### config.mk
export PLATFORM = sky130hd
export DESIGN_NAME = dtpy_norm
export DESIGN_NICKNAME = d
export VERILOG_FILES = /design/src/rtl/direction_to_pitch_yaw_defines.svh /design/src/rtl/dtpy_pkg.sv /design/src/rtl/dtpy_norm.sv
export SDC_FILE = /design/constraint.sdc
export NUM_CORES = 2
export LEC_CHECK = 0
export BUFFER_PORTS_ARGS = -buffer_cell sky130_fd_sc_hd__buf_4
export CAP_MARGIN = 20
export CORE_UTILIZATION = 30
export CTS_BUF_LIST = sky130_fd_sc_hd__clkbuf_8
export CTS_CLUSTER_SIZE = 25
export DETAILED_ROUTE_END_ITERATION = 8
export PLACE_DENSITY_LB_ADDON = 0.05
export SLEW_MARGIN = 20
export SYNTH_ARGS = -nofsm -noshare
export SYNTH_HDL_FRONTEND = slang
export SYNTH_SLANG_ARGS = --single-unit
### constraint.sdc
create_clock -name clock -period 20.2 [get_ports clock]
set_clock_uncertainty 0.15 [all_clocks]
set_input_delay 2.02 -clock clock [delete_from_list [all_inputs] [get_ports clock]]
set_output_delay 2.02 -clock clock [all_outputs]
set_load 0.005 [all_outputs]
### src/rtl/direction_to_pitch_yaw_defines.svh
// Assertion macros shared by the direction-to-angle block.
`ifndef DIRECTION_TO_PITCH_YAW_DEFINES_SVH
`define DIRECTION_TO_PITCH_YAW_DEFINES_SVH
`ifndef ASSERT_OFF
// Plain property, checked at every clock edge outside reset.
`define DTPY_ASSERT(lbl, clk, rst, prop) \
   lbl: assert property (@(posedge clk) disable iff (rst) (prop)) \
      else $error("assertion failed");
// Antecedent this cycle, consequent in the next one.
`define DTPY_ASSERT_NEXT(lbl, clk, rst, ante, cons) \
   lbl: assert property (@(posedge clk) disable iff (rst) (ante) |=> (cons)) \
      else $error("assertion failed");
`else
`define DTPY_ASSERT(lbl, clk, rst, prop)
`define DTPY_ASSERT_NEXT(lbl, clk, rst, ante, cons)
`endif
`endif

### src/rtl/dtpy_pkg.sv
package dtpy_pkg;

   // Magnitudes after normalization lie in [2^30, 2^31]
   localparam int MAG_BITS   = 32;
   localparam int SHIFT_BITS = 5;
   // CORDIC datapath: x/y signed, angle in degrees with 20 fraction bits
   localparam int CW         = 36;
   localparam int AW         = 28;
   localparam int FULL_BITS  = 29;
   localparam int ANG_BITS   = 17;

   localparam logic [30:0] GAIN_Q30        = 31'd1768195363;
   localparam logic [63:0] DEG_PER_RAD_Q20 = 64'd60078979;

   localparam logic [FULL_BITS-1:0] FULL_Q20 = 29'd377487360;  // 360 deg
   localparam logic [FULL_BITS-1:0] HALF_Q20 = 29'd188743680;  // 180 deg
   localparam logic [FULL_BITS-1:0] QUAD_Q20 = 29'd94371840;   // 90 deg
   localparam logic [AW-1:0]        OCT_Q20  = 28'd47185920;   // 45 deg

   localparam logic [ANG_BITS-1:0] FULL_Q8  = 17'd92160;
   localparam logic [ANG_BITS-1:0] DOWN_Q8  = 17'd69120;       // 270 deg
   localparam logic [ANG_BITS-1:0] UP_Q8    = 17'd23040;       // 90 deg

   typedef struct packed {
      logic                special;   // x and y both zero
      logic                x_neg;
      logic                y_neg;
      logic                z_pos;
      logic [MAG_BITS-1:0] zs;        // gain-scaled |z|
      logic [ANG_BITS-1:0] yaw;
   } side_type;

   typedef struct packed {
      logic                 vld;
      logic signed [CW-1:0] x;
      logic signed [CW-1:0] y;
      logic signed [AW-1:0] a;
      side_type             side;
   } cordic_type;

   typedef struct packed {
      logic [ANG_BITS-1:0] pitch;
      logic [ANG_BITS-1:0] yaw;
   } angles_type;

   // Shift-subtract division, elaboration use only
   function automatic logic [63:0] div_u64(input logic [63:0] num, input logic [63:0] den);
      logic [63:0] q;
      logic [63:0] r;
      q = '0;
      r = '0;
      for (int b = 63; b >= 0; b--) begin
         r = {r[62:0], num[b]};
         if (r >= den) begin
            r    = r - den;
            q[b] = 1'b1;
         end
      end
      return q;
   endfunction

   // atan(2^-stage) in degrees, Q20, from the power series in Q36
   function automatic logic signed [AW-1:0] atan_q20(input int stage);
      logic signed [63:0] sum;
      logic [63:0]        d;
      logic [63:0]        term;
      logic [63:0]        prod;
      int                 e;
      sum = '0;
      if (stage == 0) begin
         return OCT_Q20;
      end
      for (int k = 0; k < 18; k++) begin
         e = 36 - stage * (2 * k + 1);
         d = 64'(2 * k + 1);
         if (e >= 0) begin
            term = div_u64((64'd1 << e) + (d >> 1), d);
            if ((k & 1) != 0) begin
               sum = sum - $signed(term);
            end else begin
               sum = sum + $signed(term);
            end
         end
      end
      prod = 64'(sum) * DEG_PER_RAD_Q20 + (64'd1 << 35);
      return AW'(prod >> 36);
   endfunction

   // First-quadrant angle clamped to [0, 90] deg
   function automatic logic [FULL_BITS-1:0] clamp_quad(input logic signed [AW-1:0] a);
      logic [FULL_BITS-1:0] v;
      v = {{(FULL_BITS-AW){1'b0}}, a};
      if (a[AW-1]) begin
         return '0;
      end
      if (v > QUAD_Q20) begin
         return QUAD_Q20;
      end
      return v;
   endfunction

   // Round Q20 to Q8, full circle wraps to zero
   function automatic logic [ANG_BITS-1:0] to_q8(input logic [FULL_BITS-1:0] a);
      logic [FULL_BITS-1:0] s;
      logic [ANG_BITS-1:0]  r;
      s = a + FULL_BITS'(2048);
      r = s[FULL_BITS-1:12];
      if (r >= FULL_Q8) begin
         r = r - FULL_Q8;
      end
      return r;
   endfunction

endpackage

### src/rtl/dtpy_norm.sv
module dtpy_norm #(
   parameter int COORD_BITS = 24
) (
   input  logic                         clock,
   input  logic                         reset,
   input  logic                         en,
   input  logic                         in_vld,
   input  logic signed [COORD_BITS-1:0] x_coord,
   input  logic signed [COORD_BITS-1:0] y_coord,
   input  logic signed [COORD_BITS-1:0] z_coord,
   output dtpy_pkg::cordic_type         cordic_out
);
   localparam int MB = dtpy_pkg::MAG_BITS;
   localparam int SB = dtpy_pkg::SHIFT_BITS;
   localparam int CW = dtpy_pkg::CW;

   typedef struct packed {
      logic          vld;
      logic [MB-1:0] ax;
      logic [MB-1:0] ay;
      logic [MB-1:0] az;
      logic          special;
      logic          x_neg;
      logic          y_neg;
      logic          z_pos;
   } mag_type;

   mag_type              s1_in, s1_ff, s2_ff, s3_in, s3_ff;
   logic [SB-1:0]        sh_in, sh_ff;
   logic [MB-1:0]        mag_or;
   logic signed [MB:0]   xs, ys, zs;
   logic [MB+30:0]       prod;
   logic [MB+30:0]       prod_rnd;
   dtpy_pkg::cordic_type c_in, c_ff;

   // stage 1: sign-extend, magnitudes, flags
   always_comb begin
      xs = {{(MB+1-COORD_BITS){x_coord[COORD_BITS-1]}}, x_coord};
      ys = {{(MB+1-COORD_BITS){y_coord[COORD_BITS-1]}}, y_coord};
      zs = {{(MB+1-COORD_BITS){z_coord[COORD_BITS-1]}}, z_coord};
      s1_in.vld     = in_vld;
      s1_in.ax      = xs[MB] ? MB'(-xs) : MB'(xs);
      s1_in.ay      = ys[MB] ? MB'(-ys) : MB'(ys);
      s1_in.az      = zs[MB] ? MB'(-zs) : MB'(zs);
      s1_in.special = (x_coord == '0) && (y_coord == '0);
      s1_in.x_neg   = xs[MB];
      s1_in.y_neg   = ys[MB];
      s1_in.z_pos   = !zs[MB] && (z_coord != '0);
   end

   always_ff @(posedge clock) begin
      if (reset) s1_ff.vld <= 1'b0;
      else if (en) s1_ff <= s1_in;
   end

   // stage 2: leading-one search on the OR of magnitudes (same msb as the max)
   always_comb begin
      mag_or = s1_ff.ax | s1_ff.ay | s1_ff.az;
      sh_in  = '0;
      for (int i = 0; i < 30; i++) begin
         if (mag_or[i]) sh_in = SB'(30 - i);
      end
      if (mag_or[MB-1] || mag_or[MB-2]) sh_in = '0;
   end

   always_ff @(posedge clock) begin
      if (reset) begin
         s2_ff.vld <= 1'b0;
      end else if (en) begin
         s2_ff <= s1_ff;
         sh_ff <= sh_in;
      end
   end

   // stage 3: common left shift
   always_comb begin
      s3_in    = s2_ff;
      s3_in.ax = s2_ff.ax << sh_ff;
      s3_in.ay = s2_ff.ay << sh_ff;
      s3_in.az = s2_ff.az << sh_ff;
   end

   always_ff @(posedge clock) begin
      if (reset) s3_ff.vld <= 1'b0;
      else if (en) s3_ff <= s3_in;
   end

   // stage 4: scale |z| by the CORDIC gain, launch the first rotation chain
   always_comb begin
      prod               = s3_ff.az * dtpy_pkg::GAIN_Q30;
      prod_rnd           = prod + (63'd1 << 29);
      c_in.vld           = s3_ff.vld;
      c_in.x             = {{(CW-MB){1'b0}}, s3_ff.ax};
      c_in.y             = {{(CW-MB){1'b0}}, s3_ff.ay};
      c_in.a             = '0;
      c_in.side.special  = s3_ff.special;
      c_in.side.x_neg    = s3_ff.x_neg;
      c_in.side.y_neg    = s3_ff.y_neg;
      c_in.side.z_pos    = s3_ff.z_pos;
      c_in.side.zs       = prod_rnd[MB+29:30];
      c_in.side.yaw      = '0;
   end

   always_ff @(posedge clock) begin
      if (reset) c_ff.vld <= 1'b0;
      else if (en) c_ff <= c_in;
   end

   assign cordic_out = c_ff;

endmodule

==> impl_metrics.json <==
{
  "status": "finished clean",
  "rows": 122,
  "layout-drive-gt1-share": 0.118,
  "period_needed_ns": 7.40,
  "hold_violations": 0,
  "pin_count": 230,
  "cts_hold_buf": 0,
  "antenna_found_initial": 3,
  "grt_first_pass_wirelength_mm": 155,
  "via_per_inst": 4.70,
  "cp.required_ns": 20.54,
  "hold_class": "reg -> reg",
  "maxClockFrequency_ghz": 0.135,
  "rsz0062_at_grt": "false",
  "start_util": 0.303,
  "tightest_slew_ns": 1.02,
  "critPathMaxFanout": 9,
  "drc": 0,
  "cts.repair_timing.setup_buffer_count": 0,
  "drt_pre_antenna_iters": 5,
  "vias": 22100,
  "critPathCaptureType": "register",
  "dpl.hpwl_mm": 87.8,
  "dieArea_mm2": 0.113,
  "syn_area_per_cell_um2": 11.4,
  "synthTopCellsByArea": "edfxtp_1 (36%), fa_1 (17%), ha_1 (15%)",
  "maxSlewViolCount": 0,
  "clk_latency_ns": 0.69,
  "gp_congestion": 0.905,
  "cts-root-buf": "clkbuf_8",
  "finalSetupViolCount": 0,
  "grtUsageTotal": 0.187,
  "synthesis.area_mm2": 0.0336,
  "crit_path_start_kind": "register",
  "die_h_um": 337,
  "drt_wl_total_mm": 104,
  "post-synth-top-count-cell": "inv_1",
  "syn_inst": 2957,
  "wl_per_cell_um": 22.2,
  "yosys_warnings": 0,
  "core_area_mm2": 0.111,
  "fin_nets": 3944,
  "synth_top_area_share": 0.362,
  "port_buffers": 176,
  "grt_overflow": 0,
  "cts-resized-gates": 0,
  "grt_pass1_vias": 23900,
  "ys.flop_type": "edfxtp_1",
  "postPlaceCellArea_mm2": 0.0365,
  "cts_tree": "built",
  "path_clk_slew_ns": 0.06,
  "cap_viol_max_count": 0,
  "synthArstFlopShare": 0,
  "ant_nets": 0,
  "relSlewSlack": 0.318,
  "synth.largest_area_cell": "edfxtp_1",
  "final_cell_area_mm2": 0.0378,
  "cts.sinks": 409,
  "drtIter0Drc": 1175,
  "ctsLongestPathBuffers": 3,
  "ys_seq_area_frac": 0.365,
  "cts_made_buffers": 76,
  "die_w_um": 337,
  "area_growth_pct": 12.7,
  "htreeDepth": 3,
  "worstPathArrival_ns": 7.74,
  "yosys-top-cells-count": "inv_1 (499), ha_1 (414), edfxtp_1 (405), fa_1 (288), nand2_1 (213)",
  "synth_edf_count": 405,
  "tns_ns": 0,
  "timing.final.crit_share": 0.367,
  "path_class": "reg -> reg",
  "synth-seq-cells": 409,
  "grt_max_degree": 85,
  "synth.distinct_cells": 64
}
## layer usage
metal,global-route usage,vias to the layer above,share of wire
li1,-,10500,-
met1,0.238,11100,0.44
met2,0.328,398,0.51
met3,0.0224,119,0.029
met4,0.0566,0,0.028
met5,0,-,0
## area by class of cell
cell class,instances,area (um^2)
Clock inverter,50,295
Sequential cell,409,12200
Clock buffer,78,1070
Timing Repair Buffer,198,1490
Inverter,499,1870
Antenna cell,3,7.51
Fill cell,11300,73000
Tap cell,1488,1860
Multi-Input combinational cell,1982,19000
## flip-flops by register name (all words and copies together), names as in the netlist
signal      cells
c_in           69
cordic_out    101
s1_ff         101
s2_ff         101
s3_ff          32
sh_ff           5
## metrics by stage
stage / util / std cells / setup slack (ns) / hold slack (ns)
floorplan: - / 3033 / 6.70 / 0.250
global placement: 0.329 / 4576 / 12.80 / 0.255
detailed placement: 0.329 / 4576 / 12.75 / 0.255
CTS: 0.341 / 4704 / 12.76 / 0.266
global route: 0.341 / 4706 / 12.35 / 0.273
finish: 0.342 / 4707 / 12.80 / 0.262
## kinds of logic (layout without fill, tap and decap cells)
group                      count (synthesis)  in the layout  synth area share
xor gates and xnor gates                 100            100            0.0261
adders and majority gates                702            702             0.326
DFF                                      409            409             0.365
AOI/OAI and AO/OA                        422            422            0.0783
and+or+nand+nor                          541            541            0.0722
buffers and inverters                    642            825            0.0779
other                                      1             80          0.000112
muxes                                    140            140            0.0547
## worst max-delay path, cell delays in order, from the launching register on
cell       delay (ns)
edfxtp_1         0.62
ha_1             0.44
inv_1            0.06
fa_1             0.48
inv_1            0.06
fa_1             0.55
inv_1            0.07
fa_1             0.50
fa_1             0.51
fa_1             0.59
inv_1            0.05
ha_1             0.30
ha_1             0.33
ha_1             0.39
a21oi_1          0.27
o21bai_1         0.15
a21oi_1          0.16
o21ai_1          0.07
a211oi_1         0.29
o21ai_0          0.28
and3_1           0.27
a211o_1          0.26
a2111oi_1        0.36
## worst paths after layout
| check | slack, ns | startpoint | cells after the start | end |
|---|---|---|---|---|
| max reg2reg | 12.80 | s3_ff[19] | 22 | cordic_out[48] |
| max | 12.80 | s3_ff[19] | 22 | cordic_out[48] |
| min reg2reg | 0.26 | c_in[122] | 0 | cordic_out[122] |
| min | 0.26 | c_in[122] | 0 | cordic_out[122] |
## cells in the final DEF, fill, tap and decap left out, types with 8 or more instances in the layout
cell type / instances
inv_1: 518
nand2b_1: 14
nor3_1: 37
a21o_1: 22
o22ai_1: 22
a31o_2: 10
o31ai_1: 18
nand4_1: 14
nand3_1: 16
mux4_2: 32
o41ai_1: 11
o211ai_1: 11
buf_4: 198
nor2_1: 150
clkbuf_8: 78
o21ai_0: 112
nor2b_1: 20
mux2_2: 26
nor4_1: 14
a21oi_1: 128
xor2_1: 13
or3_1: 23
xnor2_1: 87
nand2_1: 213
fa_1: 288
conb_1: 77
a211oi_1: 28
edfxtp_1: 405
mux2i_1: 81
a311oi_1: 9
and3_1: 16
and2_1: 8
clkinv_1: 10
clkinv_2: 12
o21bai_1: 10
ha_1: 414
Power is not shown: default switching activity piles up to over one toggle a cycle in this logic, so the estimate is an artifact.
