`src/rtl/direction_to_pitch_yaw_defines.svh`:
```
// Assertion macros shared by the direction-to-angle block.
`ifndef DIRECTION_TO_PITCH_YAW_DEFINES_SVH
`define DIRECTION_TO_PITCH_YAW_DEFINES_SVH
`ifndef ASSERT_OFF
// Plain property, checked at every clock edge outside reset.
`define DTPY_ASSERT(lbl, clk, rst, prop) \
   lbl: assert property (@(posedge clk) disable iff (rst) (prop)) \
      else $error("assertion failed");
// Antecedent this cycle, consequent in the next one.
`define DTPY_ASSERT_NEXT(lbl, clk, rst, ante, cons) \
   lbl: assert property (@(posedge clk) disable iff (rst) (ante) |=> (cons)) \
      else $error("assertion failed");
`else
`define DTPY_ASSERT(lbl, clk, rst, prop)
`define DTPY_ASSERT_NEXT(lbl, clk, rst, ante, cons)
`endif
`endif

```
`src/rtl/dtpy_pkg.sv`:
```
package dtpy_pkg;

   // Magnitudes after normalization lie in [2^30, 2^31]
   localparam int MAG_BITS   = 32;
   localparam int SHIFT_BITS = 5;
   // CORDIC datapath: x/y signed, angle in degrees with 20 fraction bits
   localparam int CW         = 36;
   localparam int AW         = 28;
   localparam int FULL_BITS  = 29;
   localparam int ANG_BITS   = 17;

   localparam logic [30:0] GAIN_Q30        = 31'd1768195363;
   localparam logic [63:0] DEG_PER_RAD_Q20 = 64'd60078979;

   localparam logic [FULL_BITS-1:0] FULL_Q20 = 29'd377487360;  // 360 deg
   localparam logic [FULL_BITS-1:0] HALF_Q20 = 29'd188743680;  // 180 deg
   localparam logic [FULL_BITS-1:0] QUAD_Q20 = 29'd94371840;   // 90 deg
   localparam logic [AW-1:0]        OCT_Q20  = 28'd47185920;   // 45 deg

   localparam logic [ANG_BITS-1:0] FULL_Q8  = 17'd92160;
   localparam logic [ANG_BITS-1:0] DOWN_Q8  = 17'd69120;       // 270 deg
   localparam logic [ANG_BITS-1:0] UP_Q8    = 17'd23040;       // 90 deg

   typedef struct packed {
      logic                special;   // x and y both zero
      logic                x_neg;
      logic                y_neg;
      logic                z_pos;
      logic [MAG_BITS-1:0] zs;        // gain-scaled |z|
      logic [ANG_BITS-1:0] yaw;
   } side_type;

   typedef struct packed {
      logic                 vld;
      logic signed [CW-1:0] x;
      logic signed [CW-1:0] y;
      logic signed [AW-1:0] a;
      side_type             side;
   } cordic_type;

   typedef struct packed {
      logic [ANG_BITS-1:0] pitch;
      logic [ANG_BITS-1:0] yaw;
   } angles_type;

   // Shift-subtract division, elaboration use only
   function automatic logic [63:0] div_u64(input logic [63:0] num, input logic [63:0] den);
      logic [63:0] q;
      logic [63:0] r;
      q = '0;
      r = '0;
      for (int b = 63; b >= 0; b--) begin
         r = {r[62:0], num[b]};
         if (r >= den) begin
            r    = r - den;
            q[b] = 1'b1;
         end
      end
      return q;
   endfunction

   // atan(2^-stage) in degrees, Q20, from the power series in Q36
   function automatic logic signed [AW-1:0] atan_q20(input int stage);
      logic signed [63:0] sum;
      logic [63:0]        d;
      logic [63:0]        term;
      logic [63:0]        prod;
      int                 e;
      sum = '0;
      if (stage == 0) begin
         return OCT_Q20;
      end
      for (int k = 0; k < 18; k++) begin
         e = 36 - stage * (2 * k + 1);
         d = 64'(2 * k + 1);
         if (e >= 0) begin
            term = div_u64((64'd1 << e) + (d >> 1), d);
            if ((k & 1) != 0) begin
               sum = sum - $signed(term);
            end else begin
               sum = sum + $signed(term);
            end
         end
      end
      prod = 64'(sum) * DEG_PER_RAD_Q20 + (64'd1 << 35);
      return AW'(prod >> 36);
   endfunction

   // First-quadrant angle clamped to [0, 90] deg
   function automatic logic [FULL_BITS-1:0] clamp_quad(input logic signed [AW-1:0] a);
      logic [FULL_BITS-1:0] v;
      v = {{(FULL_BITS-AW){1'b0}}, a};
      if (a[AW-1]) begin
         return '0;
      end
      if (v > QUAD_Q20) begin
         return QUAD_Q20;
      end
      return v;
   endfunction

   // Round Q20 to Q8, full circle wraps to zero
   function automatic logic [ANG_BITS-1:0] to_q8(input logic [FULL_BITS-1:0] a);
      logic [FULL_BITS-1:0] s;
      logic [ANG_BITS-1:0]  r;
      s = a + FULL_BITS'(2048);
      r = s[FULL_BITS-1:12];
      if (r >= FULL_Q8) begin
         r = r - FULL_Q8;
      end
      return r;
   endfunction

endpackage

```
`src/rtl/dtpy_cell.sv`:
```
module dtpy_cell #(
   parameter int STAGE = 0
) (
   input  logic                 clock,
   input  logic                 reset,
   input  logic                 en,
   input  dtpy_pkg::cordic_type cin,
   output dtpy_pkg::cordic_type cout
);
   localparam int CW = dtpy_pkg::CW;
   localparam int AW = dtpy_pkg::AW;
   localparam logic signed [AW-1:0] ATAN_STEP = dtpy_pkg::atan_q20(STAGE);

   dtpy_pkg::cordic_type step_in, step_ff;
   logic signed [CW-1:0] dx, dy;

   // one vectoring micro-rotation: drive y toward zero
   always_comb begin
      dx      = cin.y >>> STAGE;
      dy      = cin.x >>> STAGE;
      step_in = cin;
      if (!cin.y[CW-1]) begin
         step_in.x = cin.x + dx;
         step_in.y = cin.y - dy;
         step_in.a = cin.a + ATAN_STEP;
      end else begin
         step_in.x = cin.x - dx;
         step_in.y = cin.y + dy;
         step_in.a = cin.a - ATAN_STEP;
      end
   end

   always_ff @(posedge clock) begin
      if (reset) step_ff.vld <= 1'b0;
      else if (en) step_ff <= step_in;
   end

   assign cout = step_ff;

endmodule

```
`config.mk`:
```
export PLATFORM = sky130hd
export DESIGN_NAME = dtpy_cell
export DESIGN_NICKNAME = d
export VERILOG_FILES = /design/src/rtl/direction_to_pitch_yaw_defines.svh /design/src/rtl/dtpy_pkg.sv /design/src/rtl/dtpy_cell.sv
export SDC_FILE = /design/constraint.sdc
export NUM_CORES = 1
export LEC_CHECK = 0
export ABC_AREA = 1
export BUFFER_PORTS_ARGS = -buffer_cell sky130_fd_sc_hd__buf_2
export CAP_MARGIN = 25
export CORE_ASPECT_RATIO = 0.7
export CORE_UTILIZATION = 50
export CTS_BUF_LIST = sky130_fd_sc_hd__clkbuf_4 sky130_fd_sc_hd__clkbuf_8 sky130_fd_sc_hd__clkbuf_16
export DETAILED_ROUTE_END_ITERATION = 6
export GPL_ROUTABILITY_DRIVEN = 1
export PLACE_DENSITY_LB_ADDON = 0.08
export SLEW_MARGIN = 10
export SYNTH_ARGS = -nofsm -noshare
export SYNTH_HDL_FRONTEND = slang
export SYNTH_SLANG_ARGS = --single-unit
```
`constraint.sdc`:
```
create_clock -name clock -period 24.4 [get_ports clock]
set_input_delay 2.44 -clock clock [delete_from_list [all_inputs] [get_ports clock]]
set_output_delay 2.44 -clock clock [all_outputs]
set_load 0.005 [all_outputs]
```
==> results of run 1 <==
-- area by class of cell --
cell class	count	area, um2	area share
Multi-Input combinational cell	1302	6940	0.456
Sequential cell	153	4580	0.301
Timing Repair Buffer	315	1600	0.105
Inverter	300	1130	0.0739
Clock buffer	18	433	0.0284
Tap cell	325	407	0.0267
Clock inverter	14	139	0.00912
Antenna cell	1	2.50	0.000164
-- worst min path at each step --
stage / start / endpoint / slack, ns / cells after the start
2_1_floorplan: cout[153]$_SDFFE_PP0P_ / cout[153]$_SDFFE_PP0P_ / 0.45 / 2
3_3_place_gp: cout[153]$_SDFFE_PP0P_ / cout[153]$_SDFFE_PP0P_ / 0.44 / 2
3_5_place_dp: cout[153]$_SDFFE_PP0P_ / cout[153]$_SDFFE_PP0P_ / 0.45 / 2
4_1_cts: cout[153]$_SDFFE_PP0P_ / cout[153]$_SDFFE_PP0P_ / 0.46 / 2
5_1_grt: cout[153]$_SDFFE_PP0P_ / cout[153]$_SDFFE_PP0P_ / 0.47 / 2
6_report: cout[153]$_SDFFE_PP0P_ / cout[153]$_SDFFE_PP0P_ / 0.46 / 2
-- through the flow --
step	instance area, um2	setup slack [ns]
3_5_place_dp	14700	18.90
3_3_place_gp	14600	18.93
4_1_cts	15200	19.35
6_report	15200	19.29
5_1_grt	15200	19.07
2_1_floorplan	13000	14.86
-- synthesized netlist by cell type, types with 7 or more instances --
| library cell | n |
|---|---|
| clkbuf_1 | 8 |
| nand2_2 | 11 |
| nand3_1 | 150 |
| inv_1 | 292 |
| nor3_1 | 12 |
| buf_2 | 9 |
| nor2_1 | 140 |
| ha_1 | 115 |
| nand4_1 | 7 |
| nor2_2 | 18 |
| inv_2 | 8 |
| edfxtp_1 | 152 |
| nand2_1 | 540 |
| buf_4 | 26 |
| o21ai_0 | 75 |
| o21bai_1 | 21 |
| o22ai_1 | 10 |
| a21oi_1 | 119 |
| xor2_1 | 33 |
-- power groups by stage --
stage               logic [mW]  clock network, mW  registers (mW)
global placement         0.256                  0           0.329
detailed placement       0.259                  0           0.330
CTS                      0.261              0.270           0.324
floorplan                0.161                  0           0.335
global route             0.293              0.279           0.326
finish                   0.267              0.267           0.324
-- cells by family after synthesis --
group                    count (synthesis)  synth area share
AO/OA/AOI/OAI                          246             0.103
XOR/XNOR                                38            0.0257
adder cells (fa/ha/maj)                119             0.117
buffers and inverters                  348             0.111
flip-flops                             153             0.354
AND/OR/NAND/NOR                        899             0.289
-- per-layer routing --
layer / track usage / up-vias
met5: 0 / -
met4: 0.0714 / 0
met3: 0.0678 / 42
met2: 0.483 / 624
met1: 0.469 / 5974
li1: - / 6322
-- worst max-delay path, delay by kind of cell --
family	cells	cell delay, ns
buffers and inverters	4	1.62
AOI/OAI and AO/OA	2	0.39
and+or+nand+nor	3	0.24
adders and majority gates	1	0.46
xor gates and xnor gates	1	0.11
==> impl_metrics.toml, run 1 <==
[run_status]
outcome = "finished, final reports clean"

[cts]
clk_pin_slew_ns = 0.07
postCtsHoldBufs = 0
cts_tree = "yes"
cts_root_buf = "clkbuf_16"
cts.sinks = 153
cts_setup_buffers = 0
cts_inserted_buffers = 17
clockBufferDepth = 2
htree_levels = 4
insertion_delay_ns = 0.43
cts-resized-gates = 0

[logic_synthesis]
synth-edff-count = 152
synth_flop_cell = "edfxtp_1"
async_flop_share = 0
synthCells = 1803
ys_ff_latch = 153
synth_top_cell_by_area = "edfxtp_1"
yosys_warnings = 0
synth_top_area_share = 0.352
synth_area_leaders = "edfxtp_1, nand2_1, ha_1"
synth_area_per_cell_um2 = 7.19
ys_seq_area_frac = 0.354
yosysUniqueCellTypes = 41
syn_nets = 2079
syn-cell-area_mm2 = 0.0130

[critical_path]
required_ns = 24.59
crit_chain = "buf_2 -> buf_4 -> inv_2 -> buf_4 -> ha_1 -> nand2_1 -> o21ai_0 -> a21oi_1 -> nor2_1 -> nor2_1 -> xnor2_1"
reg2reg_depth = 2
cp_data_arrival_time_ns = 5.30
critPathCaptureType = "flip-flop"
critical_path_class = "input port to flip-flop"
max_stage_delay_ns = 0.63
reg2reg_from = "cout[153]$_SDFFE_PP0P_"
regToRegSetupSlack_ns = 23.84
critPathSlowestCell = "buf_4"
cp-endpoint = "cout[79]$_DFFE_PP_"
crit_fanout = 70
r2r-end = "cout[153]$_SDFFE_PP0P_"
startpoint_type = "input port"
critPathLaunch = "cin[116]"

[route]
drcViolationCount = 0
wl_met2_mm = 18.4
via_per_inst = 5.34
first_pass_iters = 6
wl_met3_mm = 4.28
top_layer_used = "met4"
via_count = 12962
ant_nets = 0
wl_met1_mm = 20.2
wirelength_mm = 43.4
dr.first_iter.drc_count = 1329
wl_per_cell_um = 17.9

[final_layout]
mostFrequentLayoutCells = "nand2_1, buf_2, inv_1"
final_nets = 2365
fin_cells = 2428
filler_cell_count = 2354
largest_register_ff_count = 153
drive_gt1_frac = 0.190
area_delta_synth_final_pct = 17.5
post-route-util = 0.608
layout_commonest_cell = "nand2_1"

[power_and_ir_drop]
p_comb_frac = 0.311
vdd_drop_max_mv = 0.0518
pwr-share-seq = 0.377
swShare = 0.359
power.internal_mw = 0.551
p_clk_frac = 0.311
power.total_mw = 0.859
p_sw_mw = 0.308
leakage_nw = 7.89
p_per_area_mw_per_mm2 = 56.4

[sta]
slew_headroom = 0.413
finalSetupTns_ns = 0
whs_ns = 0.463
finalHoldViolCount = 0
drv_slew = 0
fin_crit_ns = 5.11
rsz0062_at_grt = "no"
setup_viol = 0
tightestPinTransition_ns = 0.880
fin_crit_sh = 0.209
fin_skew_ns = 0
timing.fmax_ghz = 0.196

[job]
max_cap_viol_count = 0

[global_routing]
antenna_found_initial = 3
grt_max_degree = 71
grt_overflow = 0
grt_pass1_vias = 11723
grt_use_total = 0.321
grt_pass1_wl_mm = 64.2

[floorplan]
fp.dieW_um = 194
core_mm2 = 0.0250
fp.dieArea_mm2 = 0.0266
num_rows = 48
ios = 311
die_y_um = 137
start_util = 0.518

[placement]
place_inst = 2395
post-dp-hpwl_mm = 36.0
portBuffers = 310
place.gp.congestion = 0.985

[hold_path]
hp-class = "flip-flop to flip-flop"
Note: power is estimated with default switching activity, not from simulation.
==> run 2: changes to the inputs <==
==> constraint.sdc (replaced) <==
create_clock -name clock -period 4.9 [get_ports clock]
set_input_delay 0.49 -clock clock [delete_from_list [all_inputs] [get_ports clock]]
set_output_delay 0.49 -clock clock [all_outputs]
set_load 0.005 [all_outputs]
==> run 2 against run 1 <==
Net effect: sequential power increased to 5.0 times the previous value; design area is essentially flat; clock skew unchanged; critical path type unchanged.
==> impl_metrics.toml, run 2 (synthesized netlist as in run 1, its figures left out) <==
[run_status]
outcome = "finished, final reports clean"

[hold_path]
hp-class = "input port to flip-flop"

[placement]
place.gp.congestion = 1.01
placed_cell_area_mm2 = 0.0146
portBuffers = 310
place_inst = 2393
post-dp-hpwl_mm = 35.2

[final_layout]
final_nets = 2363
largest_register_ff_count = 153
area_delta_synth_final_pct = 17.4
mostFrequentLayoutCells = "nand2_1, buf_2, inv_1"
fin_cells = 2425
design_area_mm2 = 0.0152
filler_cell_count = 2356
antennaDiodeCount = 0
drive_gt1_frac = 0.190
layout_commonest_cell = "nand2_1"

[cts]
clk_pin_slew_ns = 0.07
cts_root_buf = "clkbuf_16"
cts-resized-gates = 0
postCtsHoldBufs = 0
htree_levels = 4
insertion_delay_ns = 0.44
cts.sinks = 153
cts_setup_buffers = 0
cts_tree = "yes"
cts_inserted_buffers = 17
clockBufferDepth = 2

[global_routing]
antenna_found_initial = 0
grt_pass1_wl_mm = 63.7
grt_pass1_vias = 11623
grt_overflow = 0
grt_use_total = 0.318
grt_max_degree = 153

[power_and_ir_drop]
p_per_area_mw_per_mm2 = 280
vdd_drop_max_mv = 0.281
leakage_nw = 7.88
power.total_mw = 4.27

[sta]
finalSetupTns_ns = 0
setup_viol = 0
tightestPinTransition_ns = 0.923
fin_crit_ns = 2.55
fin_skew_ns = 0
fin_crit_sh = 0.521
rsz0062_at_grt = "no"
finalHoldViolCount = 0
drv_slew = 0
slew_headroom = 0.385
timing.fmax_ghz = 0.392

[critical_path]
cp_data_arrival_time_ns = 2.75
crit_path_frequent_cell = "nand2_1"
critPathTopFamily = "simple AND/OR/NAND/NOR gates"
critPathBufInv = 2
max_stage_delay_ns = 0.55
critPathSlowestCell = "fa_1"
required_ns = 5.09
critPathCaptureType = "flip-flop"
critical_path_class = "input port to flip-flop"
crit_chain = "buf_2 -> inv_1 -> ha_1 -> fa_1 -> o21bai_1 -> nand2_1 -> nand2_1 -> nand2_1 -> nand2_1 -> nand2_1 -> nand2_1 -> nand2_1 -> nand3_1 -> nand2_1"
startpoint_type = "input port"
crit_fanout = 4

[route]
drcViolationCount = 0
via_per_inst = 5.35
first_pass_iters = 6
via_count = 12968
ant_nets = 0
wl_per_cell_um = 17.8
dr.first_iter.drc_count = 1322
wirelength_mm = 43.1

[floorplan]
core_mm2 = 0.0250
num_rows = 48
die_y_um = 137
fp.dieW_um = 194
start_util = 0.518
fp.dieArea_mm2 = 0.0266
ios = 311

[job]
max_cap_viol_count = 0
==> run 2: power breakdown <==
part           internal (mW)  switching, mW  leakage (nW)
Combinational          0.438          0.887          6.17
Sequential              1.59         0.0283          1.43
Clock                  0.726          0.599         0.282
Total                   2.75           1.51          7.88
==> run 2: worst paths after layout <==
check	startpoint	endpoint	slack, ns	cells past startpoint
setup / recovery	cin[117]	cout[149]$_DFFE_PP_	2.35	14
hold / removal	cin[43]	cout[43]$_DFFE_PP_	0.22	1
setup reg to reg	cout[153]$_SDFFE_PP0P_	cout[153]$_SDFFE_PP0P_	4.36	2
hold reg to reg	cout[153]$_SDFFE_PP0P_	cout[153]$_SDFFE_PP0P_	0.46	2
==> run 2: metal layers <==
metal / global-route usage / up-vias / share of wire
li1: - / 6320 / -
met2: 0.478 / 680 / 0.42
met1: 0.461 / 5921 / 0.46
met5: 0 / - / 0
met4: 0.0666 / 0 / 0.010
met3: 0.0779 / 47 / 0.11
==> run 2: layout make-up <==
class | instances | area (um2) | area share
inverters | 300 | 1130 | 0.0740
flip-flops and latches | 153 | 4580 | 0.301
repair buffers | 313 | 1590 | 0.104
well taps | 325 | 407 | 0.0267
clock buffers | 19 | 440 | 0.0289
multi-input cells | 1302 | 6940 | 0.456
clock inverters | 13 | 135 | 0.00888
==> run 2: through the flow <==
stage,util,hold WS (ns),worst slack (ns)
5_1_grt,0.608,0.202,2.25
2_1_floorplan,-,0.450,1.70
3_3_place_gp,0.585,0.445,2.00
4_1_cts,0.608,0.200,2.44
6_report,0.608,0.222,2.35
3_5_place_dp,0.585,0.448,1.97
==> run 3: changes to the inputs <==
==> constraint.sdc (replaced) <==
create_clock -name clock -period 2.6 [get_ports clock]
set_input_delay 0.26 -clock clock [delete_from_list [all_inputs] [get_ports clock]]
set_output_delay 0.26 -clock clock [all_outputs]
set_load 0.005 [all_outputs]
==> run 3 against run 2 <==
Net effect: final cell count increased by 6.4%; wire length rose by 9.7%; die area is the same; flip-flop and latch count is the same; worst hold slack lost 0.21 ns; non-clock buffer count is 151 higher; clock-buffer cell count decreased by 2; highest routed layer unchanged.
==> impl_metrics.toml, run 3 (synthesized netlist as in run 1, its figures left out) <==
[global_routing]
grt_pass1_wl_mm = 70.5
grt_use_total = 0.350
grt_overflow = 0
grt_max_degree = 77
grt_pass1_vias = 12633
antenna_found_initial = 4

[final_layout]
drive_gt1_frac = 0.212
mostFrequentLayoutCells = "nand2_1, buf_2, inv_1"
area_delta_synth_final_pct = 27.9
design_area_mm2 = 0.0166
filler_cell_count = 2201
layout_commonest_cell = "nand2_1"
final_nets = 2514
largest_register_ff_count = 153

[critical_path]
critPathCaptureType = "flip-flop"
startpoint_type = "input port"
crit_fanout = 8
crit_path_frequent_cell = "nand2_1"
critical_path_class = "input port to flip-flop"
critPathSlowestCell = "ha_1"
cp_data_arrival_time_ns = 2.44
critPathTopFamily = "compound AO/OA/AOI/OAI gates"
regToRegSetupSlack_ns = 2.01
required_ns = 2.76
critPathBufInv = 3
crit_chain = "buf_2 -> inv_1 -> ha_1 -> nand2_1 -> nand2_1 -> inv_1 -> nand2_1 -> a21oi_1 -> o21ai_2 -> xor2_1 -> o21ai_0"
max_stage_delay_ns = 0.51

[power_and_ir_drop]
p_per_area_mw_per_mm2 = 505
p_clk_frac = 0.301
power.total_mw = 8.37
vdd_drop_max_mv = 0.550
leakage_nw = 8.57
power.internal_mw = 5.36
pwr-share-seq = 0.365
p_sw_mw = 3.01
swShare = 0.360
p_comb_frac = 0.334

[sta]
drv_slew = 0
fin_crit_ns = 2.28
slew_headroom = 0.442
fin_skew_ns = 0
rsz0062_at_grt = "no"
setup_viol = 0
timing.fmax_ghz = 0.438
tightestPinTransition_ns = 0.837
whs_ns = 0.0161
finalHoldViolCount = 0
fin_crit_sh = 0.878
setup_slack_ns = 0.318
finalSetupTns_ns = 0

[floorplan]
core_mm2 = 0.0250
fp.dieW_um = 194
ios = 311
start_util = 0.518
num_rows = 48
die_y_um = 137
fp.dieArea_mm2 = 0.0266

[cts]
clk_pin_slew_ns = 0.07
cts_tree = "yes"
cts_inserted_buffers = 17
cts_root_buf = "clkbuf_16"
cts.sinks = 153
htree_levels = 4
cts-resized-gates = 0
clockBufferDepth = 2
insertion_delay_ns = 0.44

[run_status]
outcome = "finished, final reports clean"

[placement]
post-dp-hpwl_mm = 37.2
place.gp.congestion = 0.994
post-place-ws_ns = -0.0811
placed_cell_area_mm2 = 0.0153
portBuffers = 310

[route]
drcViolationCount = 0
wirelength_mm = 47.3
ant_nets = 0
first_pass_iters = 6
dr.first_iter.drc_count = 1445
via_per_inst = 5.33
wl_per_cell_um = 18.3
via_count = 13754

[hold_path]
hp-class = "input port to flip-flop"

[job]
max_cap_viol_count = 0
==> run 3: changes by cell type in the layout (fill, tap and decap cells not counted), sizes merged <==
cell         previous run  this run
buf                   313       393
dlygate4sd3             0        71
diode                   0         3
clkbuf                 19        17
clkinv                  4         6
==> run 3: per-stage QoR <==
step / utilization / cells
global placement: 0.611 / 2473
detailed placement: 0.611 / 2473
global route: 0.662 / 2579
CTS: 0.661 / 2575
finish: 0.662 / 2579
floorplan: - / 1803
==> run 3: worst register-to-register path: cells and delay by family (launching register included) <==
family | cells | cell delay, ns
AOI/OAI and AO/OA | 1 | 0.13
DFF | 1 | 0.34
and+or+nand+nor | 1 | 0.06
==> run 3: final cells by class <==
cell class	instances	area, um2	share of cell area
multi-input cells	1302	6940	0.419
inverters	300	1140	0.0687
clock inverters	15	143	0.00860
clock buffers	17	425	0.0257
flip-flops and latches	153	4580	0.276
diodes	3	7.51	0.000453
well taps	325	407	0.0245
repair buffers	464	2940	0.177
==> run 3: what timing repair did <==
item                      4_1_cts  5_1_grt
buffers inserted                0        0
hold endpoints to repair       70        1
hold buffers                   70        1
==> run 3: path summary, 6_finish.rpt <==
path,to,cells past startpoint,start
worst max-delay path,cout[132]$_DFFE_PP_,11,cin[87]
worst min register to register,cout[153]$_SDFFE_PP0P_,2,cout[153]$_SDFFE_PP0P_
worst min-delay path,cout[69]$_DFFE_PP_,1,cin[69]
worst max register to register,cout[153]$_SDFFE_PP0P_,2,cout[153]$_SDFFE_PP0P_
==> run 3: power groups by stage <==
| stage | sequential [mW] | clock, mW | combinational [mW] |
|---|---|---|---|
| floorplan | 3.13 | 0 | 1.52 |
| global placement | 3.09 | 0 | 2.57 |
| detailed placement | 3.09 | 0 | 2.60 |
| CTS | 3.04 | 2.52 | 2.71 |
| global route | 3.07 | 2.61 | 3.05 |
| finish | 3.05 | 2.52 | 2.80 |
==> run 3: per-layer routing <==
metal	track usage	up-vias	part of all wire
li1	-	6630	-
met2	0.525	779	0.43
met1	0.509	6286	0.45
met4	0.0855	0	0.019
met3	0.0781	59	0.11
met5	0	-	0
