==> src/rtl/direction_to_pitch_yaw_defines.svh <==
// Assertion macros shared by the direction-to-angle block.
`ifndef DIRECTION_TO_PITCH_YAW_DEFINES_SVH
`define DIRECTION_TO_PITCH_YAW_DEFINES_SVH
`ifndef ASSERT_OFF
// Plain property, checked at every clock edge outside reset.
`define DTPY_ASSERT(lbl, clk, rst, prop) \
   lbl: assert property (@(posedge clk) disable iff (rst) (prop)) \
      else $error("assertion failed");
// Antecedent this cycle, consequent in the next one.
`define DTPY_ASSERT_NEXT(lbl, clk, rst, ante, cons) \
   lbl: assert property (@(posedge clk) disable iff (rst) (ante) |=> (cons)) \
      else $error("assertion failed");
`else
`define DTPY_ASSERT(lbl, clk, rst, prop)
`define DTPY_ASSERT_NEXT(lbl, clk, rst, ante, cons)
`endif
`endif

==> src/rtl/dtpy_pkg.sv <==
package dtpy_pkg;

   // Magnitudes after normalization lie in [2^30, 2^31]
   localparam int MAG_BITS   = 32;
   localparam int SHIFT_BITS = 5;
   // CORDIC datapath: x/y signed, angle in degrees with 20 fraction bits
   localparam int CW         = 36;
   localparam int AW         = 28;
   localparam int FULL_BITS  = 29;
   localparam int ANG_BITS   = 17;

   localparam logic [30:0] GAIN_Q30        = 31'd1768195363;
   localparam logic [63:0] DEG_PER_RAD_Q20 = 64'd60078979;

   localparam logic [FULL_BITS-1:0] FULL_Q20 = 29'd377487360;  // 360 deg
   localparam logic [FULL_BITS-1:0] HALF_Q20 = 29'd188743680;  // 180 deg
   localparam logic [FULL_BITS-1:0] QUAD_Q20 = 29'd94371840;   // 90 deg
   localparam logic [AW-1:0]        OCT_Q20  = 28'd47185920;   // 45 deg

   localparam logic [ANG_BITS-1:0] FULL_Q8  = 17'd92160;
   localparam logic [ANG_BITS-1:0] DOWN_Q8  = 17'd69120;       // 270 deg
   localparam logic [ANG_BITS-1:0] UP_Q8    = 17'd23040;       // 90 deg

   typedef struct packed {
      logic                special;   // x and y both zero
      logic                x_neg;
      logic                y_neg;
      logic                z_pos;
      logic [MAG_BITS-1:0] zs;        // gain-scaled |z|
      logic [ANG_BITS-1:0] yaw;
   } side_type;

   typedef struct packed {
      logic                 vld;
      logic signed [CW-1:0] x;
      logic signed [CW-1:0] y;
      logic signed [AW-1:0] a;
      side_type             side;
   } cordic_type;

   typedef struct packed {
      logic [ANG_BITS-1:0] pitch;
      logic [ANG_BITS-1:0] yaw;
   } angles_type;

   // Shift-subtract division, elaboration use only
   function automatic logic [63:0] div_u64(input logic [63:0] num, input logic [63:0] den);
      logic [63:0] q;
      logic [63:0] r;
      q = '0;
      r = '0;
      for (int b = 63; b >= 0; b--) begin
         r = {r[62:0], num[b]};
         if (r >= den) begin
            r    = r - den;
            q[b] = 1'b1;
         end
      end
      return q;
   endfunction

   // atan(2^-stage) in degrees, Q20, from the power series in Q36
   function automatic logic signed [AW-1:0] atan_q20(input int stage);
      logic signed [63:0] sum;
      logic [63:0]        d;
      logic [63:0]        term;
      logic [63:0]        prod;
      int                 e;
      sum = '0;
      if (stage == 0) begin
         return OCT_Q20;
      end
      for (int k = 0; k < 18; k++) begin
         e = 36 - stage * (2 * k + 1);
         d = 64'(2 * k + 1);
         if (e >= 0) begin
            term = div_u64((64'd1 << e) + (d >> 1), d);
            if ((k & 1) != 0) begin
               sum = sum - $signed(term);
            end else begin
               sum = sum + $signed(term);
            end
         end
      end
      prod = 64'(sum) * DEG_PER_RAD_Q20 + (64'd1 << 35);
      return AW'(prod >> 36);
   endfunction

   // First-quadrant angle clamped to [0, 90] deg
   function automatic logic [FULL_BITS-1:0] clamp_quad(input logic signed [AW-1:0] a);
      logic [FULL_BITS-1:0] v;
      v = {{(FULL_BITS-AW){1'b0}}, a};
      if (a[AW-1]) begin
         return '0;
      end
      if (v > QUAD_Q20) begin
         return QUAD_Q20;
      end
      return v;
   endfunction

   // Round Q20 to Q8, full circle wraps to zero
   function automatic logic [ANG_BITS-1:0] to_q8(input logic [FULL_BITS-1:0] a);
      logic [FULL_BITS-1:0] s;
      logic [ANG_BITS-1:0]  r;
      s = a + FULL_BITS'(2048);
      r = s[FULL_BITS-1:12];
      if (r >= FULL_Q8) begin
         r = r - FULL_Q8;
      end
      return r;
   endfunction

endpackage

==> src/rtl/dtpy_rsp_if.sv <==
interface dtpy_rsp_if;
   logic                                valid;
   logic                                ready;
   logic [dtpy_pkg::ANG_BITS-1:0] pitch_angle;
   logic [dtpy_pkg::ANG_BITS-1:0] yaw_angle;

   modport source (output valid, pitch_angle, yaw_angle, input ready);
   modport sink (input valid, pitch_angle, yaw_angle, output ready);
endinterface

==> src/rtl/dtpy_skid.sv <==
`include "direction_to_pitch_yaw_defines.svh"

module dtpy_skid (
   input  logic                 clock,
   input  logic                 reset,
   input  logic                 in_vld,
   input  dtpy_pkg::angles_type in_data,
   output logic                 in_ready,
   dtpy_rsp_if.source           rsp_chan
);
   logic                 out_vld_ff, skid_vld_ff;
   dtpy_pkg::angles_type out_data_ff, skid_data_ff;
   logic                 out_free;

   assign out_free = !out_vld_ff || rsp_chan.ready;
   assign in_ready = !skid_vld_ff;

   // output register plus one spare entry, so the pipe stalls on a registered flag
   always_ff @(posedge clock) begin
      if (reset) begin
         out_vld_ff  <= 1'b0;
         skid_vld_ff <= 1'b0;
      end else if (out_free) begin
         if (skid_vld_ff) begin
            out_data_ff <= skid_data_ff;
            out_vld_ff  <= 1'b1;
            skid_vld_ff <= 1'b0;
         end else begin
            out_data_ff <= in_data;
            out_vld_ff  <= in_vld;
         end
      end else if (in_vld && !skid_vld_ff) begin
         skid_data_ff <= in_data;
         skid_vld_ff  <= 1'b1;
      end
   end

   assign rsp_chan.valid       = out_vld_ff;
   assign rsp_chan.pitch_angle = out_data_ff.pitch;
   assign rsp_chan.yaw_angle   = out_data_ff.yaw;

   // spare entry only fills behind a held output
   `DTPY_ASSERT(a_skid_behind_out, clock, reset, skid_vld_ff |-> out_vld_ff)
   // a stalled output with a transaction arriving must park it
   `DTPY_ASSERT_NEXT(a_skid_catch, clock, reset, !out_free && !skid_vld_ff && in_vld, skid_vld_ff)

endmodule

==> src/flat_wrapper.sv <==
// flat-port wrapper written by rule: the top's interface ports become plain ports
module dtpy_skid_flat 
  (clock, reset, in_vld, in_data, in_ready, rsp_chan_valid, rsp_chan_pitch_angle, rsp_chan_yaw_angle, rsp_chan_ready);
  dtpy_rsp_if rsp_chan_i ();
  input  logic clock;
  input  logic reset;
  input  logic in_vld;
  input  dtpy_pkg::angles_type in_data;
  output logic in_ready;
  output wire logic [$bits(rsp_chan_i.valid)-1:0] rsp_chan_valid;
  output wire logic [$bits(rsp_chan_i.pitch_angle)-1:0] rsp_chan_pitch_angle;
  output wire logic [$bits(rsp_chan_i.yaw_angle)-1:0] rsp_chan_yaw_angle;
  input wire logic [$bits(rsp_chan_i.ready)-1:0] rsp_chan_ready;
  assign rsp_chan_valid = rsp_chan_i.valid;
  assign rsp_chan_pitch_angle = rsp_chan_i.pitch_angle;
  assign rsp_chan_yaw_angle = rsp_chan_i.yaw_angle;
  assign rsp_chan_i.ready = rsp_chan_ready;
  dtpy_skid u_core (.clock(clock), .reset(reset), .in_vld(in_vld), .in_data(in_data), .in_ready(in_ready), .rsp_chan(rsp_chan_i));
endmodule
==> config.mk <==
export PLATFORM = sky130hd
export DESIGN_NAME = dtpy_skid_flat
export DESIGN_NICKNAME = d
export VERILOG_FILES = /design/src/rtl/dtpy_pkg.sv /design/src/rtl/dtpy_rsp_if.sv /design/src/rtl/dtpy_skid.sv /design/src/flat_wrapper.sv
export VERILOG_INCLUDE_DIRS = /design/src /design/src/rtl
export SDC_FILE = /design/constraint.sdc
export NUM_CORES = 1
export LEC_CHECK = 0
export BUFFER_PORTS_ARGS = -buffer_cell sky130_fd_sc_hd__buf_2
export CORE_UTILIZATION = 25
export DETAILED_ROUTE_END_ITERATION = 8
export PLACE_DENSITY_LB_ADDON = 0.1
export SYNTH_ARGS = -nofsm -noshare
export SYNTH_HDL_FRONTEND = slang
export SYNTH_SLANG_ARGS = --single-unit
export TNS_END_PERCENT = 30
==> constraint.sdc <==
create_clock -name clock -period 4.8 [get_ports clock]
set_input_delay 0.24 -clock clock [delete_from_list [all_inputs] [get_ports clock]]
set_output_delay 0.24 -clock clock [all_outputs]
set_load 0.03 [all_outputs]
==> results of run 1 <==
-- cell families (layout without fill, tap and decap cells) --
family | Yosys count | after routing | synth area share, %
AOI/OAI and AO/OA | 1 | 1 | 0.186
and+or+nand+nor | 5 | 5 | 1.67
DFF | 70 | 70 | 77.4
buffers and inverters | 5 | 91 | 2.79
muxes | 34 | 34 | 18.0
-- per-stage QoR --
step / power (mW) / area, µm² / hold WS [ns]
6_report: 1.38 / 3410 / 0.0886
5_1_grt: 1.43 / 3410 / 0.0692
4_1_cts: 1.40 / 3410 / 0.0640
3_5_place_dp: 0.839 / 3180 / 0.435
3_3_place_gp: 0.837 / 3180 / 0.432
2_1_floorplan: 0.795 / 2690 / 0.309
-- synthesized netlist by cell type (all sizes together) --
master | number | area (µm²)
a21oi | 1 | 5.00
buf | 4 | 71.3
dfxtp | 2 | 40.0
edfxtp | 68 | 2040
inv | 1 | 3.75
mux2 | 34 | 484
nand2b | 1 | 6.26
nor2 | 1 | 3.75
nor2b | 1 | 6.26
nor3 | 1 | 5.00
nor4b | 1 | 23.8
-- layout make-up --
| cell class | instances | area share, % |
|---|---|---|
| flip-flops and latches | 70 | 61.0 |
| multi-input cells | 40 | 15.9 |
| repair buffers | 75 | 11.1 |
| well taps | 136 | 4.98 |
| clock buffers | 9 | 3.63 |
| clock inverters | 6 | 3.26 |
| inverters | 1 | 0.110 |
-- report_power, final --
group          switching [mW]  internal (mW)  leakage [nW]  total, mW
sequential            0.00612          0.698         0.653      0.704
clock                   0.215          0.342         0.115      0.557
combinational          0.0718         0.0467         0.531      0.118
-- registers in the layout, indices dropped and copies added (netlist names) --
register / flops
u_core.rsp_chan.pitch_angle: 17
u_core.rsp_chan.valid: 1
u_core.rsp_chan.yaw_angle: 17
u_core.skid_data_ff: 34
u_core.skid_vld_ff: 1
-- per-layer routing --
layer,track usage [%],wire length [µm],up-vias,share of wire [%]
li1,-,-,614,-
met5,0,0,-,0
met1,11.0,2080,627,43
met4,4.46,99,0,2.0
met2,14.9,2290,59,47
met3,4.08,387,10,8.0
-- final timing paths --
kind,slack (ns),cells past startpoint,endpoint,start
worst max-delay path,3.01,3,u_core.skid_data_ff[10],u_core.skid_vld_ff
worst min-delay path,0.09,1,u_core.skid_data_ff[2],in_data[2]
worst max register to register,3.01,3,u_core.skid_data_ff[10],u_core.skid_vld_ff
worst min register to register,0.55,1,u_core.rsp_chan.yaw_angle[6],u_core.skid_data_ff[6]
-- placed cells by master, fill, tap and decap left out, types with 2 or more instances in the layout --
cell type,instances
buf_2,73
edfxtp_1,68
mux2_4,27
clkbuf_8,9
mux2_2,7
bufinv_16,3
buf_4,2
==> results.toml, run 1 <==
[grt]
grt_pass1_vias = 1446
grt_usage_pct = 9.42
grt_overflow = 0
grt_pass1_wl_um = 7630
grt_max_degree = 38
antenna_found_initial = 0

[timing]
relSlewSlack_pct = 31.4
slew_violations = 0
period_needed_ns = 1.79
setup_viol = 0
fmaxAchievable_ghz = 0.560
rsz0062_at_grt = "false"
finalHoldViolCount = 0
fin_setup_tns_ns = 0
tightest_slew_ns = 1.03
clock_skew_ns = 0.00692
timing.final.crit_share_pct = 37.2
layout_setup_ws_ns = 3.01

[min_path]
hold_path_class = "in2reg"

[clocking]
post_cts_buffers = 0
ctsHoldBuffers = 0
clockRootBuffer = "clkbuf_8"
cts_buffer_depth = 2
cts_tree = "built"
clkSlewWorstSetupHoldPaths_ns = 0.07
ctsHtreeMaxLevel = 3
cts_buffers = 9
numClockSinks = 70
clock_latency_ns = 0.34
cts-resized-gates = 0

[place]
dp_slack_ns = 2.95
gp_congestion = 0.677
hpwl_um = 3100
place_inst = 322
io_buffers = 73

[die]
core_region_area_mm2 = 0.0104
die_area_mm2 = 0.0112
rows = 37
pin_count = 74
initial_core_util_pct = 26.0
die_w_um = 106
die_h_um = 106

[finish]
syn_to_final_growth_pct = 26.9
multiInputGateArea_um2 = 542
drive_gt1_share_pct = 63.2
diodes = 0
finalNonFillerCells = 337
seq_area_mm2 = 0.00208
final_nets = 235
fillers = 1030
utilization_pct = 32.9

[critical_path]
cp_slowest_cell = "buf_4"
worstPathMaxFanout = 37
criticalPathCategory = "reg2reg"
crit_top_cell = "buf_4"
worstSetupEndpointType = "flip-flop"
cp_data_required_time_ns = 4.78
max_stage_delay_ns = 0.44
critPathArrivalTime_ns = 1.77
critPathBufInv = 2
path_cells = "buf_4, nor4b_4, buf_4"
startpoint_type = "flip-flop"
cp_top_family = "buffers and inverters"

[detailed_routing]
drt_iter0_markers = 48
first_pass_iters = 4
wire_per_inst_um = 14.4
postRouteWirelength_um = 4860
drc = 0
num_vias = 1310
ant_nets = 0
vias_per_cell = 3.89

[logic_synthesis]
ys_seq_elements = 70
synth_fp_nets = 153
synth.avg_cell_area_um2 = 23.4
synth.cell_area_mm2 = 0.00269
synthDistinctLibCells = 13
yosysSeqAreaShare_pct = 77.4
yosysWarnings = 0
synthCells = 115

[status]
status = "completed"

[pwr]
powerDensity_mw_per_mm2 = 404
ir_drop_mv = 0.160
leakagePower_nw = 1.30

[flow_run]
cap_violations = 0
No activity file was read; power rests on OpenSTA's default activity.
==> run 2, diff against run 1 <==
clock period = 1.8 ns   (was 4.8 ns; I/O delays follow)
==> run 2 against run 1 <==
Net effect:
- utilization increased by 3.1 points
- sequential power rose to 2.7 times the previous value
- global-route usage grew 0.38 points
- die area unchanged
- clock power grew 80%
- sequential share of layout area down 5.2 points
- first-iteration DRC count fell by 8.3%
- critical path depth did not move
- final area is 9.3% higher
- clock skew fell by 0.0016 ns
- largest power group unchanged
- sequential cell count unchanged
==> results.toml, run 2 (synthesis results as in run 1) <==
[grt]
grt_pass1_vias = 1580
grt_max_degree = 25
grt_overflow = 0
grt_usage_pct = 9.80
antenna_found_initial = 0
grt_pass1_wl_um = 8050

[critical_path]
ff2ff_setup_slack_ns = 0.41
worstPathMaxFanout = 9
critPathArrivalTime_ns = 1.31
startpoint_type = "flip-flop"
cp_data_required_time_ns = 1.71
criticalPathCategory = "reg2out"
rr_worst_depth = 3
worstSetupEndpointType = "output port"

[finish]
final_nets = 273
drive_gt1_share_pct = 53.4
finalNonFillerCells = 374
diodes = 0
syn_to_final_growth_pct = 38.7
largest_reg_flops = 34
final_common_cell = "buf_2"
final_cell_mix = "buf_2 (73), edfxtp_1 (68), dlygate4sd3_1 (34), mux2_4 (27), clkbuf_8 (9)"
regMostFlops = "u_core.skid_data_ff"
utilization_pct = 36.0

[clocking]
clockRootBuffer = "clkbuf_8"
numClockSinks = 70
cts_buffer_depth = 2
cts_tree = "built"
cts_buffers = 9
clkSlewWorstSetupHoldPaths_ns = 0.07
clock_latency_ns = 0.33
ctsHtreeMaxLevel = 3

[timing]
tightest_slew_ns = 0.290
setup_viol = 0
fmaxAchievable_ghz = 0.712
timing.final.crit_share_pct = 78.0
relSlewSlack_pct = 80.6
worst_hold_slack_ns = 0.0312
clock_skew_ns = 0.00531
finalHoldViolCount = 0
fin_setup_tns_ns = 0
slew_violations = 0
period_needed_ns = 1.40
rsz0062_at_grt = "false"

[status]
status = "completed"

[die]
core_region_area_mm2 = 0.0104
pin_count = 74
die_w_um = 106
die_h_um = 106
initial_core_util_pct = 26.0
rows = 37
die_area_mm2 = 0.0112

[pwr]
ir_drop_mv = 0.318
powerDensity_mw_per_mm2 = 875
leakagePower_nw = 1.43

[place]
io_buffers = 73
place_inst = 326
hpwl_um = 3410
gp_congestion = 0.671

[min_path]
holdPathStages = 2
hold_path_class = "in2reg"

[detailed_routing]
vias_per_cell = 3.81
ant_nets = 0
drc = 0
first_pass_iters = 4
drt_iter0_markers = 44
wire_per_inst_um = 13.5
postRouteWirelength_um = 5060
num_vias = 1426

[flow_run]
cap_violations = 0
==> run 2: changes by cell type in the layout (fill, tap and decap cells not counted), sizes merged <==
cell,previous run,this run
clkbuf,9,10
bufinv,3,0
clkinvlp,1,0
buf,75,79
dlygate4sd3,0,34
clkinv,2,4
==> run 2: worst paths after layout <==
path / startpoint / end
worst max-delay path: u_core.skid_vld_ff / in_ready
worst min-delay path: reset / u_core.rsp_chan.valid
worst max register to register: u_core.rsp_chan.valid / u_core.skid_data_ff[20]
worst min register to register: u_core.skid_data_ff[11] / u_core.rsp_chan.yaw_angle[11]
==> run 2: repair_timing <==
item | in CTS | in global routing
resized for setup | 0 | 0
buffers inserted | 0 | 0
endpoints found under the hold margin | 34 | 0
hold buffers | 34 | 0
==> run 2: power by group <==
part	switching [mW]	total [mW]	leakage, nW	internal (mW)
registers	0.0178	1.88	0.653	1.86
clock network	0.534	1.00	0.0745	0.469
logic	0.202	0.385	0.704	0.183
==> run 2: layout make-up <==
class,instances,area (µm²)
clock buffers,10,128
clock inverters,4,16.3
fillers,1022,6640
inverters,1,3.75
multi-input cells,40,542
flip-flops and latches,70,2080
well taps,136,170
repair buffers,113,788
==> run 2: worst max-delay path, cell delays in order, from the launching register on <==
cell and delay, ns:
dfxtp_2 0.48, buf_4 0.27, inv_1 0.06, buf_2 0.17
==> run 2: per-layer routing <==
layer	global-route usage, %	wire length (µm)	vias up
met3	3.15	276	8
met5	0	0	-
li1	-	-	689
met2	14.7	2220	49
met4	5.06	89	0
met1	12.6	2480	680
==> run 2: metrics by stage <==
stage          setup WS [ns]  instance area, µm²  power (mW)
2_1_floorplan         -0.423                2700        2.12
3_3_place_gp           0.460                3250        2.24
3_5_place_dp           0.403                3250        2.25
4_1_cts                0.360                3730        3.32
5_1_grt                0.310                3730        3.40
6_report               0.396                3730        3.27
==> run 3, diff against run 2 <==
ABC_AREA = 1   (was not set)
clock period = 1.25 ns   (was 1.8 ns; I/O delays follow)
==> run 3 against run 2 <==
Net effect:
- combinational power is 49% higher
- register-to-register slack worse by 0.29 ns
- sequential cell count stayed put
- utilization is 1.3 points higher
- critical endpoint unchanged
- largest cell class unchanged
- largest power group unchanged
==> results.toml, run 3 <==
[die]
die_h_um = 105
rows = 37
core_region_area_mm2 = 0.0103
pin_count = 74
die_w_um = 105
initial_core_util_pct = 25.7
die_area_mm2 = 0.0110

[clocking]
numClockSinks = 70
ctsHtreeMaxLevel = 3
post_cts_buffers = 0
clock_latency_ns = 0.34
clockRootBuffer = "clkbuf_8"
cts_buffer_depth = 2
cts_tree = "built"
cts_buffers = 9
clkSlewWorstSetupHoldPaths_ns = 0.07

[place]
io_buffers = 73
place_inst = 398
gp_congestion = 0.637
hpwl_um = 3320
place_area_mm2 = 0.00324
dp_slack_ns = 0.116

[detailed_routing]
drt_iter0_markers = 27
drc = 0
ant_nets = 0
first_pass_iters = 4
num_vias = 1720
wire_per_inst_um = 12.0
postRouteWirelength_um = 5400
vias_per_cell = 3.82

[finish]
largest_reg_flops = 34
final_cell_mix = "nand2_1 (84), buf_2 (72), edfxtp_1 (68), dlygate4sd3_1 (35), nand2_2 (19)"
finalNonFillerCells = 450
final_common_cell = "nand2_1"
diodes = 0
syn_to_final_growth_pct = 44.9
fillers = 1022
final_area_mm2 = 0.00384
seq_area_mm2 = 0.00209
multiInputGateArea_um2 = 503
final_nets = 347
drive_gt1_share_pct = 38.5
regMostFlops = "u_core.skid_data_ff"

[logic_synthesis]
synth_top_family_by_area = "simple AND/OR/NAND/NOR gates"
synthCells = 190
synthXorXnorAreaFrac_pct = 0
ys_seq_elements = 70
synth-adder-area-share_pct = 0
yosysSeqAreaShare_pct = 78.5
yosysMostFrequentCell = "nand2_1"
synth_edf_count = 68
synth_fp_nets = 228
ys.flop_type = "edfxtp_1"
muxShareOfSynthArea_pct = 0
async_flop_share_pct = 0
synth_top_area_share_pct = 76.9
synth_top_cell_by_area = "edfxtp_1"
synth.avg_cell_area_um2 = 14.0
synth.cell_area_mm2 = 0.00265
yosysWarnings = 0
ys_top_cells_by_count = "nand2_1 (85), edfxtp_1 (68), nand2_2 (19)"
synthDistinctLibCells = 13
yosys.area_share.simple_pct = 17.1
synth_compound_area_share_pct = 0.377
synthTopCellsByArea = "edfxtp_1 (77%), nand2_1 (12%), nand2_2 (4.5%)"

[critical_path]
criticalPathCategory = "reg2out"
worstSetupEndpointType = "output port"
worstPathMaxFanout = 18
ff2ff_setup_slack_ns = 0.12
startpoint_type = "flip-flop"
cp_data_required_time_ns = 1.19
rr_endpoint = "u_core.skid_data_ff[21]"
rr_worst_depth = 3
critPathArrivalTime_ns = 1.11
r2r-start = "u_core.rsp_chan.valid"

[timing]
period_needed_ns = 1.17
fmaxAchievable_ghz = 0.852
tightest_slew_ns = 0.241
setup_viol = 0
clock_skew_ns = 0.00893
timing.final.crit_share_pct = 93.9
relSlewSlack_pct = 84.0
finalHoldViolCount = 0
slew_violations = 0
fin_setup_tns_ns = 0
layout_setup_ws_ns = 0.0762
rsz0062_at_grt = "false"

[pwr]
switchingPower_mw = 1.21
powerDensity_mw_per_mm2 = 1360
p_total_mw = 5.24
switching_share_pct = 23.1
p_int_mw = 4.03
pwr-share-seq_pct = 51.8
leakagePower_nw = 1.59
ir_drop_mv = 0.472
clkPwrFrac_pct = 37.3
share_comb_of_total_power_pct = 11.0

[flow_run]
cap_violations = 0

[status]
status = "completed"

[min_path]
whs_endpoint = "u_core.skid_vld_ff"
hp-start = "rsp_chan_ready"
holdPathStages = 4
hold_path_class = "in2reg"

[grt]
grt_overflow = 0
antenna_found_initial = 0
grt_pass1_vias = 1618
grt_pass1_wl_um = 8460
grt_max_degree = 35
grt_usage_pct = 10.5
-- run 3: timing repair --
item,CTS,global route
setup endpoints to repair,1,0
endpoints found under the hold margin,53,0
gates resized for setup,2,0
hold buffers,35,0
-- run 3: metal layers --
layer / part of all wire, % / GRT usage [%] / vias up
met5: 0 / 0 / -
met4: 1.6 / 6.04 / 0
met3: 5.2 / 2.62 / 9
met2: 44 / 15.9 / 55
met1: 49 / 13.6 / 780
li1: - / - / 876
-- run 3: per-stage QoR --
step | utilization (%) | hold WS, ns
2_1_floorplan | - | 0.161
3_3_place_gp | 31.4 | 0.259
3_5_place_dp | 31.4 | 0.261
4_1_cts | 37.2 | 0.0310
5_1_grt | 37.2 | 0.0648
6_report | 37.2 | 0.0522
-- run 3: worst max-delay path, cell delays in order (launching register included) --
cell	delay [ns]
dfxtp_2	0.39
inv_8	0.06
buf_16	0.16
buf_4	0.17
-- run 3: power by group through the flow --
stage | logic [mW] | registers (mW) | clock network, mW
floorplan | 0.137 | 2.93 | 0
global placement | 0.489 | 2.77 | 0
detailed placement | 0.491 | 2.77 | 0
CTS | 0.586 | 2.71 | 2.04
global route | 0.623 | 2.72 | 2.13
finish | 0.575 | 2.71 | 1.95
-- run 3: final cells by class --
| class | instances | share of cell area, % |
|---|---|---|
| Multi-Input combinational cell | 110 | 13.1 |
| Clock inverter | 7 | 2.31 |
| Tap cell | 136 | 4.43 |
| Clock buffer | 9 | 3.22 |
| Timing Repair Buffer | 115 | 22.2 |
| Inverter | 3 | 0.488 |
| Sequential cell | 70 | 54.3 |
-- run 3: worst max path at each step --
stage,slack [ns],to,start
global route,0.02,in_ready,u_core.skid_vld_ff
CTS,0.04,in_ready,u_core.skid_vld_ff
global placement,0.13,u_core.skid_data_ff[24],u_core.rsp_chan.valid
finish,0.08,in_ready,u_core.skid_vld_ff
detailed placement,0.12,u_core.skid_data_ff[24],u_core.rsp_chan.valid
floorplan,-0.22,u_core.skid_data_ff[0],u_core.skid_vld_ff
-- run 3: logic make-up (layout without fill, tap and decap cells) --
logic type / Yosys count / count (layout)
flops: 70 / 70
buf+inv: 10 / 134
compound gates: 2 / 2
simple gates: 108 / 108
